==> src/sv/tlnc_pkg.sv <==
package tlnc_pkg;

    // Input word: one raw text byte plus the start-of-file mark
    typedef struct packed {
        logic [7:0] in_byte;
        logic       file_start;
    } in_word_t;

    // Output word: one rendered byte, last marks the final byte of an item
    typedef struct packed {
        logic [7:0] out_byte;
        logic       last;
    } out_word_t;

    // Configuration register set
    typedef struct packed {
        logic [1:0] number_mode;
        logic       merge_blank;
        logic       show_ends;
        logic       show_tabs;
        logic       show_ctrl;
    } cfg_t;

    // Per-line tracking state carried between bytes
    typedef struct packed {
        logic at_line_start;
        logic squeezing;
    } line_state_t;

    // Register indexes on the configuration port
    localparam int CFG_IDX_W = 3;
    localparam logic [CFG_IDX_W-1:0] CFG_NUMBER_MODE = 3'd0;
    localparam logic [CFG_IDX_W-1:0] CFG_MERGE_BLANK = 3'd1;
    localparam logic [CFG_IDX_W-1:0] CFG_SHOW_ENDS   = 3'd2;
    localparam logic [CFG_IDX_W-1:0] CFG_SHOW_TABS   = 3'd3;
    localparam logic [CFG_IDX_W-1:0] CFG_SHOW_CTRL   = 3'd4;
    localparam int CFG_DATA_W = 2;

    // Longest rendering of one text byte, without the line number ("M-^X")
    localparam int BODY_MAX   = 4;
    localparam int BODY_LEN_W = 3;

    localparam logic [7:0] CHAR_TAB    = 8'h09;
    localparam logic [7:0] CHAR_NL     = 8'h0A;
    localparam logic [7:0] CHAR_SPACE  = 8'h20;
    localparam logic [7:0] CHAR_DOLLAR = 8'h24;
    localparam logic [7:0] CHAR_DASH   = 8'h2D;
    localparam logic [7:0] CHAR_ZERO   = 8'h30;
    localparam logic [7:0] CHAR_QMARK  = 8'h3F;
    localparam logic [7:0] CHAR_I      = 8'h49;
    localparam logic [7:0] CHAR_M      = 8'h4D;
    localparam logic [7:0] CHAR_CARET  = 8'h5E;
    localparam logic [7:0] CTRL_OFFSET = 8'd64;
    localparam logic [6:0] LOW_DEL     = 7'd127;
    localparam logic [6:0] LOW_SPACE   = 7'd32;
    localparam logic [3:0] BCD_NINE    = 4'd9;

endpackage

==> src/sv/tlnc_count.sv <==
module tlnc_count #(
    parameter int LINE_DIGITS = 6
) (
    input  logic                     clk,
    input  logic                     rst_n,
    input  logic                     bump,
    output logic [LINE_DIGITS*4-1:0] digits
);
    import tlnc_pkg::*;

    localparam int COUNT_W = LINE_DIGITS * 4;

    logic [COUNT_W-1:0]     count_reg;
    logic [COUNT_W-1:0]     count_next;
    logic [LINE_DIGITS:0]   carry;
    logic [LINE_DIGITS-1:0] nines;

    // BCD increment: a digit rolls when every digit below it is nine
    assign carry[0] = 1'b1;
    for (genvar i = 0; i < LINE_DIGITS; i++) begin : g_digit
        assign nines[i]     = (count_reg[4*i +: 4] == BCD_NINE);
        assign carry[i + 1] = carry[i] & nines[i];
        assign count_next[4*i +: 4] = !carry[i] ? count_reg[4*i +: 4] :
                                      nines[i]  ? 4'd0 :
                                                  count_reg[4*i +: 4] + 4'd1;
    end

    // carry out of the top digit means all nines: hold there
    always_ff @(posedge clk or negedge rst_n)
    begin
        if (!rst_n)
        begin
            count_reg <= COUNT_W'(1);
        end
        else if (bump && !carry[LINE_DIGITS])
        begin
            count_reg <= count_next;
        end
    end

    assign digits = count_reg;

endmodule

==> src/sv/tlnc_expand.sv <==
module tlnc_expand #(
    parameter int LINE_DIGITS = 6,
    localparam int PLAN_BYTES = LINE_DIGITS + 1 + tlnc_pkg::BODY_MAX,
    localparam int LEN_W      = $clog2(PLAN_BYTES + 1)
) (
    input  tlnc_pkg::in_word_t         in_word,
    input  tlnc_pkg::cfg_t             cfg,
    input  tlnc_pkg::line_state_t      state,
    input  logic [LINE_DIGITS*4-1:0]   digits,
    output logic [PLAN_BYTES-1:0][7:0] plan,
    output logic [LEN_W-1:0]           plan_len,
    output tlnc_pkg::line_state_t      state_next,
    output logic                       bump
);
    import tlnc_pkg::*;

    logic [7:0]               ch;
    logic                     nl;
    logic                     ls;
    logic                     sq;
    logic                     drop;
    logic                     num;
    logic [6:0]               low;
    logic [7:0]               tail0;
    logic [7:0]               tail1;
    logic [1:0]               tail_len;
    logic [BODY_MAX-1:0][7:0] body;
    logic [BODY_LEN_W-1:0]    body_len;
    logic [LINE_DIGITS:0]     lead;
    logic [LINE_DIGITS-1:0][7:0] num_char;

    always_comb
    begin
        ch   = in_word.in_byte;
        nl   = (ch == CHAR_NL);
        ls   = in_word.file_start | state.at_line_start;
        sq   = !in_word.file_start & state.squeezing;
        drop = nl & ls & cfg.merge_blank & sq;
        // mode bit 1 (non-blank only) wins over bit 0
        num  = !drop & ls & (cfg.number_mode[1] ? !nl : cfg.number_mode[0]);
        low  = ch[6:0];

        // caret rendering of the low seven bits
        if (low < LOW_SPACE)
        begin
            tail0    = CHAR_CARET;
            tail1    = {1'b0, low} + CTRL_OFFSET;
            tail_len = 2'd2;
        end
        else if (low == LOW_DEL)
        begin
            tail0    = CHAR_CARET;
            tail1    = CHAR_QMARK;
            tail_len = 2'd2;
        end
        else
        begin
            tail0    = {1'b0, low};
            tail1    = CHAR_SPACE;
            tail_len = 2'd1;
        end

        body       = '0;
        body_len   = '0;
        state_next = state;
        if (drop)
        begin
            state_next.at_line_start = 1'b1;
            state_next.squeezing     = 1'b1;
        end
        else if (nl)
        begin
            state_next.at_line_start = 1'b1;
            state_next.squeezing     = (ls & cfg.merge_blank) | sq;
            if (cfg.show_ends)
            begin
                body[0]  = CHAR_DOLLAR;
                body[1]  = CHAR_NL;
                body_len = 3'd2;
            end
            else
            begin
                body[0]  = CHAR_NL;
                body_len = 3'd1;
            end
        end
        else
        begin
            state_next.at_line_start = 1'b0;
            state_next.squeezing     = 1'b0;
            if (ch == CHAR_TAB)
            begin
                if (cfg.show_tabs)
                begin
                    body[0]  = CHAR_CARET;
                    body[1]  = CHAR_I;
                    body_len = 3'd2;
                end
                else
                begin
                    body[0]  = CHAR_TAB;
                    body_len = 3'd1;
                end
            end
            else if (!cfg.show_ctrl)
            begin
                body[0]  = ch;
                body_len = 3'd1;
            end
            else if (ch[7])
            begin
                body[0]  = CHAR_M;
                body[1]  = CHAR_DASH;
                body[2]  = tail0;
                body[3]  = tail1;
                body_len = 3'd2 + {1'b0, tail_len};
            end
            else
            begin
                body[0]  = tail0;
                body[1]  = tail1;
                body_len = {1'b0, tail_len};
            end
        end
    end

    // leading zeros print as spaces, the units digit always prints
    assign lead[LINE_DIGITS] = 1'b1;
    for (genvar i = 0; i < LINE_DIGITS; i++) begin : g_num
        if (i == 0) begin : g_units
            assign lead[i] = 1'b0;
        end
        else begin : g_upper
            assign lead[i] = lead[i + 1] & (digits[4*i +: 4] == 4'd0);
        end
        assign num_char[i] = lead[i] ? CHAR_SPACE : CHAR_ZERO + {4'd0, digits[4*i +: 4]};
    end

    // plan layout: number (most significant first), tab, then body; with no number the body starts at byte 0
    for (genvar k = 0; k < PLAN_BYTES; k++) begin : g_plan
        logic [7:0] plain;
        if (k < BODY_MAX) begin : g_body
            assign plain = body[k];
        end
        else begin : g_pad
            assign plain = 8'h00;
        end
        if (k < LINE_DIGITS) begin : g_dig
            assign plan[k] = num ? num_char[LINE_DIGITS-1-k] : plain;
        end
        else if (k == LINE_DIGITS) begin : g_tab
            assign plan[k] = num ? CHAR_TAB : plain;
        end
        else begin : g_tail
            assign plan[k] = num ? body[k-LINE_DIGITS-1] : plain;
        end
    end

    assign plan_len = (num ? LEN_W'(LINE_DIGITS + 1) : LEN_W'(0)) + LEN_W'(body_len);
    assign bump     = num;

endmodule

==> src/sv/tlnc_drain.sv <==
module tlnc_drain #(
    parameter int LINE_DIGITS = 6,
    localparam int PLAN_BYTES = LINE_DIGITS + 1 + tlnc_pkg::BODY_MAX,
    localparam int LEN_W      = $clog2(PLAN_BYTES + 1)
) (
    input  logic                       clk,
    input  logic                       rst_n,
    input  logic                       load,
    input  logic [PLAN_BYTES-1:0][7:0] plan,
    input  logic [LEN_W-1:0]           plan_len,
    output logic                       plan_free,
    output logic                       out_valid,
    input  logic                       out_stall,
    output tlnc_pkg::out_word_t        out_data
);
    import tlnc_pkg::*;

    logic [PLAN_BYTES-1:0][7:0] plan_reg;
    logic [LEN_W-1:0]           left_reg;
    logic                       out_valid_reg;
    out_word_t                  out_data_reg;
    logic                       out_load;
    logic                       take;

    assign out_load  = !out_valid_reg || !out_stall;
    assign take      = out_load && (left_reg != '0);
    assign plan_free = (left_reg == '0) || ((left_reg == LEN_W'(1)) && out_load);

    always_ff @(posedge clk or negedge rst_n)
    begin
        if (!rst_n)
        begin
            left_reg      <= '0;
            out_valid_reg <= 1'b0;
        end
        else
        begin
            if (load)
            begin
                left_reg <= plan_len;
            end
            else if (take)
            begin
                left_reg <= left_reg - LEN_W'(1);
            end
            if (out_load)
            begin
                out_valid_reg <= (left_reg != '0);
            end
        end
    end

    // byte 0 is always the next one out; the rest shift down
    always_ff @(posedge clk)
    begin
        if (load)
        begin
            plan_reg <= plan;
        end
        else if (take)
        begin
            plan_reg[PLAN_BYTES-1] <= 8'h00;
            for (int k = 0; k < PLAN_BYTES - 1; k++)
            begin
                plan_reg[k] <= plan_reg[k + 1];
            end
        end
        if (take)
        begin
            out_data_reg.out_byte <= plan_reg[0];
            out_data_reg.last     <= (left_reg == LEN_W'(1));
        end
    end

    assign out_valid = out_valid_reg;
    assign out_data  = out_data_reg;

    a_load_only_when_free : assert property (@(posedge clk) disable iff (!rst_n)
        load |-> (left_reg == '0) || ((left_reg == LEN_W'(1)) && out_load))
        else $error("plan overwritten while bytes remain");

    a_left_bounded : assert property (@(posedge clk) disable iff (!rst_n)
        left_reg <= LEN_W'(PLAN_BYTES))
        else $error("byte count out of range");

    a_last_on_final : assert property (@(posedge clk) disable iff (!rst_n)
        (take && (left_reg == LEN_W'(1))) |=> out_valid_reg && out_data_reg.last)
        else $error("final byte not marked last");

    a_not_last_mid : assert property (@(posedge clk) disable iff (!rst_n)
        (take && (left_reg > LEN_W'(1))) |=> out_valid_reg && !out_data_reg.last)
        else $error("last marked before final byte");

endmodule

==> src/sv/text_line_number_caret_filter.sv <==
// An accepted word passes through the plan register, then the output register.
// Throughput: one input word per cycle while each yields one output word and the
// output does not stall; a word that expands to N output words (N up to
// LINE_DIGITS + 5) holds the plan shifter until all N are out, and a dropped
// blank line is accepted but yields no output word.
// Reset (async, active low): config cleared, at line start, line counter = 1.
module text_line_number_caret_filter #(
    parameter int LINE_DIGITS = 6
) (
    input  logic                                 clk,
    input  logic                                 rst_n,
    // input byte channel
    input  logic                                 in_valid,
    output logic                                 in_stall,
    input  tlnc_pkg::in_word_t                   in_data,
    // rendered byte channel
    output logic                                 out_valid,
    input  logic                                 out_stall,
    output tlnc_pkg::out_word_t                  out_data,
    // register write channel
    input  logic                                 cfg_valid,
    output logic                                 cfg_ready,
    input  logic [tlnc_pkg::CFG_IDX_W-1:0]       cfg_index,
    input  logic [tlnc_pkg::CFG_DATA_W-1:0]      cfg_data
);
    import tlnc_pkg::*;

    localparam int PLAN_BYTES = LINE_DIGITS + 1 + BODY_MAX;
    localparam int LEN_W      = $clog2(PLAN_BYTES + 1);

    cfg_t                       cfg_reg;
    line_state_t                state_reg;
    line_state_t                state_next;
    logic [LINE_DIGITS*4-1:0]   digits;
    logic [PLAN_BYTES-1:0][7:0] plan;
    logic [LEN_W-1:0]           plan_len;
    logic                       bump;
    logic                       plan_free;
    logic                       accept;

    // Register writes are always taken; unknown indexes are dropped.
    assign cfg_ready = 1'b1;

    always_ff @(posedge clk or negedge rst_n)
    begin
        if (!rst_n)
        begin
            cfg_reg <= '0;
        end
        else if (cfg_valid)
        begin
            unique case (cfg_index)
                CFG_NUMBER_MODE: cfg_reg.number_mode <= cfg_data;
                CFG_MERGE_BLANK: cfg_reg.merge_blank <= cfg_data[0];
                CFG_SHOW_ENDS:   cfg_reg.show_ends   <= cfg_data[0];
                CFG_SHOW_TABS:   cfg_reg.show_tabs   <= cfg_data[0];
                CFG_SHOW_CTRL:   cfg_reg.show_ctrl   <= cfg_data[0];
                default:         ;
            endcase
        end
    end

    // A new word is taken whenever the plan shifter empties this cycle,
    // so the output register can still hold a stalled word meanwhile.
    assign in_stall = !plan_free;
    assign accept   = in_valid && plan_free;

    // Line tracking advances as each word is accepted; the expander sees
    // the state left by the word before it.
    always_ff @(posedge clk or negedge rst_n)
    begin
        if (!rst_n)
        begin
            state_reg.at_line_start <= 1'b1;
            state_reg.squeezing     <= 1'b0;
        end
        else if (accept)
        begin
            state_reg <= state_next;
        end
    end

    // BCD line counter, saturating at all nines
    tlnc_count #(
        .LINE_DIGITS(LINE_DIGITS)
    ) u_count (
        .clk    (clk),
        .rst_n  (rst_n),
        .bump   (accept && bump),
        .digits (digits)
    );

    // Turns one input byte into its full output byte string
    tlnc_expand #(
        .LINE_DIGITS(LINE_DIGITS)
    ) u_expand (
        .in_word    (in_data),
        .cfg        (cfg_reg),
        .state      (state_reg),
        .digits     (digits),
        .plan       (plan),
        .plan_len   (plan_len),
        .state_next (state_next),
        .bump       (bump)
    );

    // Holds the byte string and feeds it out one word per cycle while the output is not stalled
    tlnc_drain #(
        .LINE_DIGITS(LINE_DIGITS)
    ) u_drain (
        .clk       (clk),
        .rst_n     (rst_n),
        .load      (accept),
        .plan      (plan),
        .plan_len  (plan_len),
        .plan_free (plan_free),
        .out_valid (out_valid),
        .out_stall (out_stall),
        .out_data  (out_data)
    );

    a_drop_keeps_line_start : assert property (@(posedge clk) disable iff (!rst_n)
        (accept && plan_len == '0) |=> state_reg.at_line_start && state_reg.squeezing)
        else $error("dropped newline left line start");

    a_squeeze_needs_line_start : assert property (@(posedge clk) disable iff (!rst_n)
        state_reg.squeezing |-> state_reg.at_line_start)
        else $error("squeezing set away from line start");

    a_bump_at_line_start : assert property (@(posedge clk) disable iff (!rst_n)
        (accept && bump) |-> (state_reg.at_line_start || in_data.file_start))
        else $error("line number emitted mid-line");

endmodule

==> config.mk <==
export PLATFORM = sky130hd
export DESIGN_NAME = text_line_number_caret_filter
export DESIGN_NICKNAME = d
export VERILOG_FILES = /design/src/sv/tlnc_pkg.sv /design/src/sv/tlnc_count.sv /design/src/sv/tlnc_expand.sv /design/src/sv/tlnc_drain.sv /design/src/sv/text_line_number_caret_filter.sv
export SDC_FILE = /design/constraint.sdc
export NUM_CORES = 1
export LEC_CHECK = 0
export BUFFER_PORTS_ARGS = -buffer_cell sky130_fd_sc_hd__buf_2
export CAP_MARGIN = 20
export CORE_UTILIZATION = 37
export DETAILED_ROUTE_END_ITERATION = 8
export GPL_ROUTABILITY_DRIVEN = 0
export PLACE_DENSITY = 0.5
export SYNTH_ARGS = -nofsm -noshare
export SYNTH_HDL_FRONTEND = slang
export SYNTH_SLANG_ARGS = --single-unit
==> constraint.sdc <==
create_clock -name clk -period 12 [get_ports clk]
set_input_delay 0.6 -clock clk [delete_from_list [all_inputs] [get_ports clk]]
set_output_delay 0.6 -clock clk [all_outputs]
set_load 0.03 [all_outputs]
# == Yosys cells after proc, flatten, opt, wreduce, memory -nomap -nowiden ==
# Cells that the tools add are included.
# op_classes
addsub,16
multipliers,0
div,0
n_lt_le_gt_ge,1
n_eq_ne,14
shift,0
mux,56
n_bitwise,18
n_reduce_logical,33
# op_table
operator,n
$mux W88,2
$mux W8,17
$mux W16,6
$add A6 B4 Y7 const A,6
$mux W4,10
$mux W32,1
$mux W7,4
$add A4 B1 Y4 const B,6
$eq A4 B4 Y1 const B,6
$logic_not A4 Y1,6
$mux W24,1
$reduce_and A2 Y1,10
$mux W3,6
$and A1 B1 Y1,16
$eq A8 B4 Y1 const B,2
$mux W2,6
$add A7 B7 Y8 const B,1
$eq A7 B7 Y1 const B,1
$logic_not A1 Y1,7
$lt A7 B6 Y1 const B,1
$eq A3 B2 Y1 const B,2
$mux W6,1
$logic_and A1 B1 Y1,5
$mux W5,1
other kinds (12),14
# word_totals
regBits,134
latch_bits,0
ramBits,0
rom_bits,0
input_bits,19
output_inout_bits,12
word_cells,166
memories,0

# == Depth between registers and ports, before layout ==
# logic_depth
depth_word,11
mapped_depth,13
depth_no_buf,11

# == Modules after synthesis ==
# Synthesis repeated with hierarchy kept, for this count alone.
# hier_totals
cells_unflattened,629
hier_area_um2,7477.2
# by_module_without_submodules
mod,instances,cells_per_inst,area_each_um2,seq_area_each_um2
tlnc_drain,1,234,4256.6,3037.9
tlnc_expand,1,251,1501.4,0.0
tlnc_count,1,117,1317.5,601.8
text_line_number_caret_filter,1,27,401.6,201.4

# == Least setup slack after synthesis ==
# OpenSTA, ideal clock, no wires.
# synth_path
kind,register -> register
from,register u_drain.left_reg[0]
to,register u_drain.plan_reg[0] (netlist name) (enable)
setup_ps,851
arrival_ps,3127
t_required_ps,11149
slack_ps,8022
stages_incl_launch_ff,7
n_path_buf,2
period_less_slack_ps,3978
path_cell_list,dfrtp_1 > ha_1 > a21boi_1 > o211ai_1 > clkbuf_1 > buf_1 > nand2_1
# synth_via
elab_chain_cells,5
word_cells_on_any_way,8
cone_classes,eq/ne (1); reduce/logical (7)
# synth_rtl
item,line,rtl
start: declaration,tlnc_drain.sv:19,logic [LEN_W-1:0] left_reg;
start signal: assignment,tlnc_drain.sv:40,left_reg <= plan_len;
start signal: assignment,tlnc_drain.sv:44,left_reg <= left_reg - LEN_W'(1);
$eq A4 B1 Y1,tlnc_drain.sv:27,assign plan_free = (left_reg == '0) || ((left_reg == LEN_W'(1)) && out_load);
$logic_and A1 B1 Y1,tlnc_drain.sv:27,
$logic_or A1 B1 Y1,tlnc_drain.sv:27,
$logic_and A1 B1 Y1,text_line_number_caret_filter.sv:66,assign accept = in_valid && plan_free;
$reduce_bool A2 Y1 (no source line) *,n/a,
end signal: assignment,tlnc_drain.sv:58,plan_reg <= plan;
end signal: indexed assignment,tlnc_drain.sv:65,plan_reg[k] <= plan_reg[k + 1];
end: declaration,tlnc_drain.sv:18,logic [PLAN_BYTES-1:0][7:0] plan_reg;
# Mark *: on every way between the ends. The rest lies on a longest branch, timed or not.
# A chain may end at the register's enable or synchronous reset.

# == Worst setup path in the final report ==
# layout_path
from,input port in_data[3] (netlist name)
to,register u_drain.left_reg[3]
# layout_via
elab_chain_cells,11
word_cells_on_any_way,23
cone_classes,add/sub (2); order compare (1); eq/ne (3); mux (10); bitwise (5); reduce/logical (2)
# layout_rtl
item,line,rtl
start: declaration,text_line_number_caret_filter.sv:15,"input tlnc_pkg::in_word_t in_data,"
branches (longest 9 deep; another with $lt A7 B6 Y1),n/a,
$add A4 B3 Y4 *,tlnc_expand.sv:159,assign plan_len = (num ? LEN_W'(LINE_DIGITS + 1) : LEN_W'(0)) + LEN_W'(body_len);
$mux W4 *,tlnc_drain.sv:38,if (load)
# Mark *: on every way between the ends.

==> flow_metrics.env <==
export IMPL_max_stage_delay_ns=0.69
export IMPL_area_growth_pct=13.2
export IMPL_dp_hpwl_um=11400
export IMPL_pin_count=31
export IMPL_synthesis_nets=670
export IMPL_outcome="finished, final reports clean"
export IMPL_period_minus_slack_ns=3.06
export IMPL_drv_cap=0
export IMPL_grt_max_degree=96
export IMPL_dr_pass1_iters=5
export IMPL_final_setup_viol_count=0
export IMPL_drive_above_1_share_pct=13.6
export IMPL_place_ws_ns=8.50
export IMPL_fp_dieW_um=137
export IMPL_core_um2=18000
export IMPL_synthesis_instances=644
export IMPL_dp_cells=865
export IMPL_ant_nets=0
export IMPL_crit_family="simple AND/OR/NAND/NOR gates"
export IMPL_tns_ns=0
export IMPL_yosysUniqueCellTypes=74
export IMPL_max_freq_mhz=327
export IMPL_drtIter0Drc=434
export IMPL_io_buffers=29
export IMPL_viasPerCell=5.63
export IMPL_fill_cells=1699
export IMPL_slew_headroom_pct=36.2
export IMPL_powerDensity_nw_per_um2=232
export IMPL_cts_htree_levels=4
export IMPL_root_buffer="clkbuf_16"
export IMPL_cp_required_ns=12.27
export IMPL_final_period_utilization_pct=25.5
export IMPL_endpoint_kind="register"
export IMPL_ys_ff_latch=134
export IMPL_startpoint_type="input pin"
export IMPL_cts_resized=0
export IMPL_avgRoutedWirePerCell_um=18.8
export IMPL_final_cell_mix="102 x nand2_1, 97 x edfxtp_1, 50 x nor2_1, 47 x o21ai_0, 35 x dfrtp_1"
export IMPL_die_area_um2=18900
export IMPL_critPathKind="in -> reg"
export IMPL_start_util_pct=37.8
export IMPL_cts_tree="built"
export IMPL_cts_buffer_depth=2
export IMPL_final_max_slew_viol_count=0
export IMPL_diodes=0
export IMPL_multi_input_area_um2=2710
export IMPL_final_common_cell="nand2_1"
export IMPL_final_cell_area_um2=7680
export IMPL_grt_usage_pct=19.6
export IMPL_gr_total_overflow=0
export IMPL_path_clk_slew_ns=0.06
export IMPL_seq_area_um2=3840
export IMPL_antenna_found_initial=0
export IMPL_cts_hold_buf=0
export IMPL_slowest_stage="or4b_1"
export IMPL_p_leak_nw=2.90
export IMPL_vdd_drop_max_v=0.000117
export IMPL_post_cts_buffers=0
export IMPL_async_reset_ff_share_pct=27.6
export IMPL_hold_violations=0
export IMPL_worstHoldPathType="in -> async"
export IMPL_ys_warn_count=0
export IMPL_dieHeight_um=137
export IMPL_drt_total_wl_um=16800
export IMPL_fin_skew_ns=0.00627
export IMPL_clkLatencyLatePin_ns=0.43
export IMPL_critPathBufInv=2
export IMPL_setup_ws_ns=8.94
export IMPL_num_rows=49
export IMPL_synth_edf_count=97
export IMPL_numCtsBuffers=17
export IMPL_tightest_slew_ns=0.954
export IMPL_path_cells="buf_2 -> or4b_1 -> a211o_4 -> nand2_4 -> inv_2 -> ha_1 -> a21o_1 -> a211oi_1 -> a21oi_1"
export IMPL_crit_arrival_ns=3.33
export IMPL_cts_num_sinks=134
export IMPL_ys_seq_area_share_pct=56.6
export IMPL_drc_errors=0
export IMPL_avgSynthCellArea_um2=10.5
export IMPL_grt_pass1_vias=4854
export IMPL_rsz0062_at_grt="false"
export IMPL_synth_area_um2=6790
export IMPL_num_vias=5046
export IMPL_dpl_cell_area_um2=7080
export IMPL_stdcell_count=897
export IMPL_largest_register_ff_count=88
export IMPL_grt_pass1_wl_um=27000
export IMPL_hold_ws_ns=0.283
export IMPL_nets=681
export IMPL_cp_max_fo=35
export IMPL_ys_flop_type="edfxtp_1"
[through the flow]
step	power (W)	util, %
final	0.00178	42.7
after global routing	0.00189	42.7
after CTS	0.00180	42.7
after detailed placement	0.00126	39.4
after global placement	0.00125	39.3
after floorplan	0.00113	-
[final cells by class]
class / instances / area share [%]
tap: 229 / 3.73
sequential: 134 / 50.0
clock inverter: 14 / 2.15
timing repair buffer: 32 / 2.35
inverter: 17 / 0.831
clock buffer: 18 / 5.59
multi-input combinational: 453 / 35.3
[logic make-up (layout without fill, tap and decap cells)]
group / count (synthesis) / in the layout / synth area share [%]
adders and majority gates: 7 / 7 / 1.40
DFF: 134 / 134 / 56.6
buffers and inverters: 57 / 81 / 3.52
muxes: 11 / 11 / 1.81
other: 2 / 2 / 0.111
AOI/OAI and AO/OA: 144 / 144 / 14.2
xor gates and xnor gates: 14 / 14 / 1.81
and+or+nand+nor: 275 / 275 / 20.5
[metal layers]
metal  global-route usage (%)  vias to the layer above  share of wire (%)  wire (um)
met5                        0                        -                  0          0
met4                     7.69                        0                1.6        275
met3                     3.83                       22                5.9        990
met2                     28.9                      166                 45       7600
met1                     28.2                     2468                 47       7970
li1                         -                     2390                  -          -
[report_power, final]
group          switching (W)  internal, W
registers          0.0000657     0.000759
logic               0.000283     0.000145
clock network       0.000220     0.000311
[cell usage after synthesis, drive strengths merged (4+ instances only)]
cell / count / share of area [%]
a211o: 4 / 0.65
a211oi: 6 / 0.74
a21oi: 20 / 1.5
a22o: 6 / 0.77
a31oi: 11 / 1.0
and2: 19 / 1.8
and3: 5 / 0.46
buf: 13 / 1.1
clkbuf: 27 / 1.5
dfrtp: 35 / 13
edfxtp: 97 / 43
ha: 6 / 1.1
inv: 17 / 0.94
mux2: 10 / 1.7
nand2: 104 / 5.9
nand2b: 4 / 0.37
nand3: 18 / 1.3
nand3b: 4 / 0.44
nand4: 6 / 0.55
nand4bb: 4 / 0.66
nor2: 50 / 2.8
nor2b: 11 / 1.0
nor3: 11 / 0.89
nor4: 11 / 1.2
o21ai: 50 / 3.7
o31ai: 9 / 1.0
o41ai: 5 / 0.76
or2: 4 / 0.37
or3: 6 / 0.55
or4: 5 / 0.55
xnor2: 6 / 0.77
xor2: 8 / 1.0
[path summary, 6_finish.rpt]
kind	startpoint	endpoint	slack, ns	depth (start not counted)
worst min register to register	u_drain.plan_reg[5]$_DFFE_PP_	u_drain.out_data[6]$_DFFE_PP_	0.42	0
worst max register to register	u_drain.left_reg[1]$_DFFE_PN0P_	u_drain.plan_reg[84]$_SDFFCE_PN0P_	8.95	7
min in group clk	cfg_data[1]	cfg_reg[5]$_DFFE_PN0P_	0.38	3
worst min-delay path	rst_n	u_count.digits[11]$_DFFE_PN0P_	0.28	1
worst max-delay path	in_data[3]	u_drain.left_reg[3]$_DFFE_PN0P_	8.94	9
max in group asynchronous	rst_n	u_count.digits[20]$_DFFE_PN0P_	11.16	1
Power figures use the tool's default switching activity.
